===== config.mk =====
export PLATFORM = sky130hd
export DESIGN_NAME = nfpp_ctrl
export DESIGN_NICKNAME = d
export VERILOG_FILES = /design/src/nfpp_pkg.sv /design/src/nfpp_ctrl.sv
export SDC_FILE = /design/constraint.sdc
export NUM_CORES = 1
export LEC_CHECK = 0
export ABC_AREA = 1
export BUFFER_PORTS_ARGS = -buffer_cell sky130_fd_sc_hd__clkbuf_2
export CORE_AREA = 2 2 39 41
export CTS_BUF_LIST = sky130_fd_sc_hd__clkbuf_4 sky130_fd_sc_hd__clkbuf_8
export CTS_CLUSTER_SIZE = 12
export DETAILED_ROUTE_END_ITERATION = 8
export DIE_AREA = 0 0 41 43
export PLACE_DENSITY = 0.53
export SLEW_MARGIN = 15
export SYNTH_ARGS = -nofsm -noshare
export SYNTH_HDL_FRONTEND = slang
export SYNTH_SLANG_ARGS = --single-unit

===== constraint.sdc =====
create_clock -name clock -period 1.59 [get_ports clock]
set_clock_uncertainty 0.1 [all_clocks]
set_input_delay 0.159 -clock clock [delete_from_list [all_inputs] [get_ports clock]]
set_output_delay 0.159 -clock clock [all_outputs]
set_load 0.03 [all_outputs]

===== src/nfpp_pkg.sv =====
`timescale 1ns / 1ps
`default_nettype none

package nfpp_pkg;

   // field and register widths
   localparam int FIELD_W  = 24;
   localparam int CELLS_W  = 4;
   localparam int CS_W     = 16;
   localparam int CSR_IDX_W = 2;
   localparam int CSR_DATA_W = 16;

   // internal arithmetic widths
   localparam int COORD_W  = 26;
   localparam int DX_W     = 27;
   localparam int SQ_W     = 2 * DX_W - 1;
   localparam int D2_W     = 56;

   // defaults of the top level parameters
   localparam int MAX_FRAME_CELLS_DEFAULT  = 15;
   localparam int SAMPLES_PER_CELL_DEFAULT = 10;

   localparam int CELLS_REG_MAX = (1 << CELLS_W) - 1;
   localparam int CELL_SIZE_MAX = (1 << CS_W) - 1;

   // register indexes
   localparam logic [CSR_IDX_W-1:0] REG_FRAME_COLS = 2'd0;
   localparam logic [CSR_IDX_W-1:0] REG_FRAME_ROWS = 2'd1;
   localparam logic [CSR_IDX_W-1:0] REG_CELL_SIZE  = 2'd2;

   // register reset values
   localparam logic [CELLS_W-1:0] FRAME_COLS_RESET = 4'd1;
   localparam logic [CELLS_W-1:0] FRAME_ROWS_RESET = 4'd1;
   localparam logic [CS_W-1:0]    CELL_SIZE_RESET  = 16'd256;

   // saturation limits
   localparam logic [FIELD_W-1:0]        U24_MAX = 24'hFF_FFFF;
   localparam logic signed [COORD_W-1:0] Q24_MAX = 26'sd8388607;
   localparam logic signed [COORD_W-1:0] Q24_MIN = -26'sd8388608;

   typedef struct packed {
      logic signed [FIELD_W-1:0] site_x;
      logic signed [FIELD_W-1:0] site_y;
      logic signed [FIELD_W-1:0] corner_x;
      logic signed [FIELD_W-1:0] corner_y;
   } req_type;

   typedef struct packed {
      logic signed [FIELD_W-1:0] best_x;
      logic signed [FIELD_W-1:0] best_y;
      logic [FIELD_W-1:0]        best_distance;
   } rsp_type;

   typedef enum logic [1:0] {
      SIDE_TOP,
      SIDE_BOTTOM,
      SIDE_LEFT,
      SIDE_RIGHT
   } side_type;

   typedef enum logic [2:0] {
      ST_IDLE,
      ST_PREP,
      ST_SIDE_INIT,
      ST_SWEEP,
      ST_DRAIN,
      ST_ROOT,
      ST_DONE
   } state_type;

   // controller to datapath
   typedef struct packed {
      logic     load;
      logic     prep;
      logic     side_init;
      logic     step;
      logic     root_start;
      side_type side;
   } cmd_type;

   // datapath to controller
   typedef struct packed {
      logic side_empty;
      logic k_last;
      logic pipe_busy;
      logic root_done;
   } status_type;

   // clamp a wide coordinate to the signed 24-bit range
   function automatic logic signed [FIELD_W-1:0] sat_coord(
      input logic signed [COORD_W-1:0] v);
      logic signed [COORD_W-1:0] c;
      begin
         c = v;
         if (v > Q24_MAX) c = Q24_MAX;
         if (v < Q24_MIN) c = Q24_MIN;
         sat_coord = c[FIELD_W-1:0];
      end
   endfunction

endpackage

`default_nettype wire


===== src/nfpp_ctrl.sv =====
`timescale 1ns / 1ps
`default_nettype none

module nfpp_ctrl
   import nfpp_pkg::*;
(
   input  wire logic       clock,
   input  wire logic       reset,
   input  wire logic       start,
   output logic            busy,
   output logic            rsp_valid,
   output cmd_type         cmd,
   input  wire status_type status
);

   state_type state_ff, state_in;
   side_type  side_ff, side_in;

   // state and side registers
   always_ff @(posedge clock) begin
      if (reset) begin
         state_ff <= ST_IDLE;
         side_ff  <= SIDE_TOP;
      end else begin
         state_ff <= state_in;
         side_ff  <= side_in;
      end
   end

   // next state and commands
   always_comb begin
      state_in       = state_ff;
      side_in        = side_ff;
      cmd            = '0;
      cmd.side       = side_ff;
      busy           = 1'b1;
      rsp_valid      = 1'b0;
      case (state_ff)
         ST_IDLE: begin
            busy = 1'b0;
            if (start) begin
               cmd.load = 1'b1;
               side_in  = SIDE_TOP;
               state_in = ST_PREP;
            end
         end
         ST_PREP: begin
            cmd.prep = 1'b1;
            state_in = ST_SIDE_INIT;
         end
         ST_SIDE_INIT: begin
            cmd.side_init = 1'b1;
            if (!status.side_empty) begin
               state_in = ST_SWEEP;
            end else if (side_ff == SIDE_RIGHT) begin
               state_in = ST_DRAIN;
            end else begin
               side_in = side_type'(2'(side_ff) + 2'd1);
            end
         end
         ST_SWEEP: begin
            cmd.step = 1'b1;
            if (status.k_last) begin
               if (side_ff == SIDE_RIGHT) begin
                  state_in = ST_DRAIN;
               end else begin
                  side_in  = side_type'(2'(side_ff) + 2'd1);
                  state_in = ST_SIDE_INIT;
               end
            end
         end
         ST_DRAIN: begin
            // wait for the distance pipeline to settle the best sample
            if (!status.pipe_busy) begin
               cmd.root_start = 1'b1;
               state_in       = ST_ROOT;
            end
         end
         ST_ROOT: begin
            if (status.root_done) state_in = ST_DONE;
         end
         ST_DONE: begin
            rsp_valid = 1'b1;
            state_in  = ST_IDLE;
         end
         default: begin
            state_in = ST_IDLE;
         end
      endcase
   end

endmodule

`default_nettype wire


# After elaboration in Yosys (flattened, before gate mapping)
# Index checks and enable logic that the tools add are counted.
[word_totals]
ff_bits = 5
word_cells = 42
[classes]
muxes = 22
reduce_logical = 4
n_addsub = 1
eq_ne = 13
[ops]
columns = ["cell", "n"]
rows = [
  ["two-way mux 3 bit", 7],
  ["case mux 3 bit (6 select lines)", 1],
  ["inequality test 2 bit, second input constant", 5],
  ["== test 3 bit, second input constant", 3],
  ["two-way mux 1 bit", 9],
  ["two-way mux 2 bit", 4],
  ["== test 3 x 2 -> 1 bit, second input constant", 2],
  ["case mux 2 bit (3 select lines)", 1],
  ["AND reduction 5 bit", 1],
  ["AND reduction 4 bit", 1],
  ["== test 3 x 1 -> 1 bit, second input constant", 1],
  ["zero test 3 bit", 1],
  ["inequality test 3 bit, second input constant", 1],
  ["nonzero test 3 bit", 1],
  ["adder 2 x 1 -> 2 bit, second input constant", 1],
  ["== test 2 bit, second input constant", 1],
]

# Logic depth before layout (Yosys ltp)
[depth]
word_depth = 4
mapped_depth = 8
depth_no_buf = 8

# Worst setup path before layout
# Ideal clock, no wire load.
[synth_timing]
path_kind = "reg-to-output"
from = "reg state_ff[2]"
to = "out cmd[2] (netlist bit)"
t_required_ps = 1331
path_stages_with_launch = 3
path_slack_ps = -167
arrival_time_ps = 1498
path_buffers = 0
path_cell_list = "dfxtp_1 > inv_2 > nor4_1"
[synth_rtl]
columns = ["element", "line_no", "text"]
rows = [
  ["start, declared", "nfpp_ctrl.sv:16", "state_type state_ff, state_in;"],
  ["start signal, assigned", "nfpp_ctrl.sv:25", "state_ff <= state_in;"],
  ["end, declared", "nfpp_ctrl.sv:12", "output cmd_type cmd,"],
]

==> impl_metrics.ini <==
[outcome]
run_status = completed

[place]
place_congestion = 0.775
port-buffer-count = 15
place.detailed.hpwl_um = 833
placement.cell_area_um2 = 531

[detailed_routing]
dr_total_vias = 477
drt_iter0_drc = 8
drtAntennaViolNets = 0
drcViolationCount = 0
wire_length_per_cell_after_detailed_routing_um = 9.61
drt_first_pass_iters = 4
detail_route.vias_per_cell = 4.54
detailed_route_wl_um = 1010

[logic_synthesis]
ys_ff_latch = 5
number_of_warnings_issued_by_yosys = 0
postSynthAreaPerCell_um2 = 6.22
seq_area_frac_synth_pct = 23.3
syn-cell-area_um2 = 429
number_of_nets_produced_by_synthesis = 77
syn-instance-count = 69
netlist-cell-type-count = 17

[worst_setup_path]
cp_num_buf_inv = 2
crit_path_cell_trace = inv_2 > nand2_1 > nor2_1 > clkbuf_2
crit_type = reg -> out
cpLargestDelayFamily = buffers and inverters
crit_path_start_kind = flop
critical_path.endpoint_type = primary output
crit_slowest_cell = sky130_fd_sc_hd__dfxtp_2
timing.critical_path.required_ns = 1.33
maximum_cell_stage_delay_along_the_critical_path_ns = 0.35
critical_path.max_fanout = 8
crit_arrival_ns = 1.25

[cells_and_area]
commonest_cells_after_routing_fill_and_taps_aside = sky130_fd_sc_hd__clkbuf_2 (15), sky130_fd_sc_hd__nand2_1 (14), sky130_fd_sc_hd__nor2_1 (9)
final_area_um2 = 574
antennaDiodeCount = 0
syn2layout_area_growth_pct = 33.8
number_of_nets_in_the_layout = 98
mostFrequentLayoutCell = sky130_fd_sc_hd__clkbuf_2
layout-drive-gt1-share_pct = 46.1
final_core_utilization_pct = 41.5

[pwr]
total_leakage_power_uw = 0.000297
pwr_cell_area_nw_per_um2 = 1990
peakVddDrop_uv = 844
power.total_uw = 1140

[timing]
final-max-slew-violation-count = 0
rsz_0062_raised_after_global_routing = no
hold_ws_ns = 0.213
fmax_ghz = 0.665
setup_total_negative_slack_ns = 0
slew_headroom_pct = 86.7
hold_violations = 0
worst_pin_slew_ns = 0.197
timing.final.crit_share_pct = 94.6
setup-violations-final = 0
finalWorstPathRequiredPeriod_ns = 1.50

[global_route]
met1_usage_pct = 17.1
busiest_layer = met2
grt_pass1_vias = 429
grt.met3_usage_pct = 7.85
globalRoute.totalOverflow = 0
grt_pass1_wl_um = 1680
grt_antenna_before_repair = 0
grt_util_met2_pct = 21.6
overall_global_routing_resource_usage_pct = 14.4
maximum_number_of_pins_on_one_net_before_global_route_repair = 9

[die]
die_area_um2 = 1760
x_dimension_of_the_die_um = 41
placement_rows = 14
initial_utilization_pct = 31.0
num_ports = 16
die_height_um = 43
floorplan.core_area_um2 = 1380

[min_path]
hold_path_class = in -> reg

[run]
max_cap_violations = 0

[cts]
clkSlewWorstSetupHoldPaths_ns = 0.04
deepest_clock_path_buffer_count = 2
cts_max_level = 1
clock_insertion_delay_at_the_later_pin_of_the_skew_report_ns = 0.24
cts_root_buffer = sky130_fd_sc_hd__clkbuf_4
cts_buffers = 3
cts.sinks = 5
post-cts-setup-buffer-count = 0
cts_tree = yes
-- sequential cells by signal, summed over array words and instances (netlist names) --
name      cells
state_ff      3
side_ff       2
-- power breakdown --
group | switching, uW | leakage [uW] | internal, uW
Sequential | 81.2 | 0.0000423 | 176
Combinational | 491 | 0.000236 | 232
Clock | 52.2 | 0.0000184 | 112
Total | 625 | 0.000297 | 520
-- per-layer routing --
layer	vias to the layer above	share of wire, %
met5	-	0
met4	0	0
met3	0	6.5
met2	17	47
met1	203	46
li1	257	-
-- final timing paths --
check	startpoint	endpoint	slack, ns	cells past startpoint
worst max-delay path	state_ff[2]	cmd[4]	0.09	4
worst min-delay path	status[2]	state_ff[1]	0.21	4
worst max register to register	state_ff[2]	side_ff[1]	0.22	8
worst min register to register	side_ff[0]	side_ff[0]	0.43	2
-- worst register-to-register path, cell delays in order, from the launching register on --
cell,delay [ns]
sky130_fd_sc_hd__dfxtp_2,0.35
sky130_fd_sc_hd__inv_2,0.14
sky130_fd_sc_hd__nand2_1,0.13
sky130_fd_sc_hd__o21ai_1,0.14
sky130_fd_sc_hd__nand2_1,0.07
sky130_fd_sc_hd__nor2_2,0.15
sky130_fd_sc_hd__nand2_1,0.07
sky130_fd_sc_hd__nand2_1,0.07
sky130_fd_sc_hd__nor2_2,0.03
-- metrics by stage --
stage               std cells  setup WS, ns
global route              105       0.00764
CTS                       105        0.0416
detailed placement        100         0.186
floorplan                  69        0.0577
finish                    105        0.0855
global placement          100         0.154
-- cells in the mapped netlist --
master                     n  area share (%)
sky130_fd_sc_hd__nor4_1    1             1.5
sky130_fd_sc_hd__nor2_2    4             5.8
sky130_fd_sc_hd__inv_2     3             2.6
sky130_fd_sc_hd__dfxtp_1   5              23
sky130_fd_sc_hd__nor2_4    3             7.9
sky130_fd_sc_hd__o21ai_1   2             2.3
sky130_fd_sc_hd__o21ai_0   1             1.2
sky130_fd_sc_hd__ha_1      1             2.9
sky130_fd_sc_hd__nand2_2   5             7.3
sky130_fd_sc_hd__or2_2     1             1.5
sky130_fd_sc_hd__inv_1     7             6.1
sky130_fd_sc_hd__nor3_1    1             1.2
sky130_fd_sc_hd__nor2_1    9             7.9
sky130_fd_sc_hd__nand2_1  14              12
sky130_fd_sc_hd__nand3_2   2             4.7
sky130_fd_sc_hd__nand3_1   5             5.8
sky130_fd_sc_hd__a21oi_1   5             5.8
-- cell families after synthesis --
logic type               share of synthesized area [%]
AO/OA/AOI/OAI                                     9.33
adder cells (fa/ha/maj)                           2.91
buffers and inverters                             8.75
flip-flops                                        23.3
AND/OR/NAND/NOR                                   55.7
-- final cells by class --
type / count / area, um^2
flip-flops and latches: 5 / 104
fillers: 155 / 810
multi-input cells: 54 / 298
inverters: 10 / 37.5
repair buffers: 16 / 85.1
well taps: 16 / 20.0
clock buffers: 4 / 30.0
-- timing repair --
action,CTS,global route
hold endpoints to repair,1,0
hold buffers,1,0
setup endpoints to repair,2,1
gates resized for setup,2,1
Note: power is estimated with default switching activity, not from simulation.
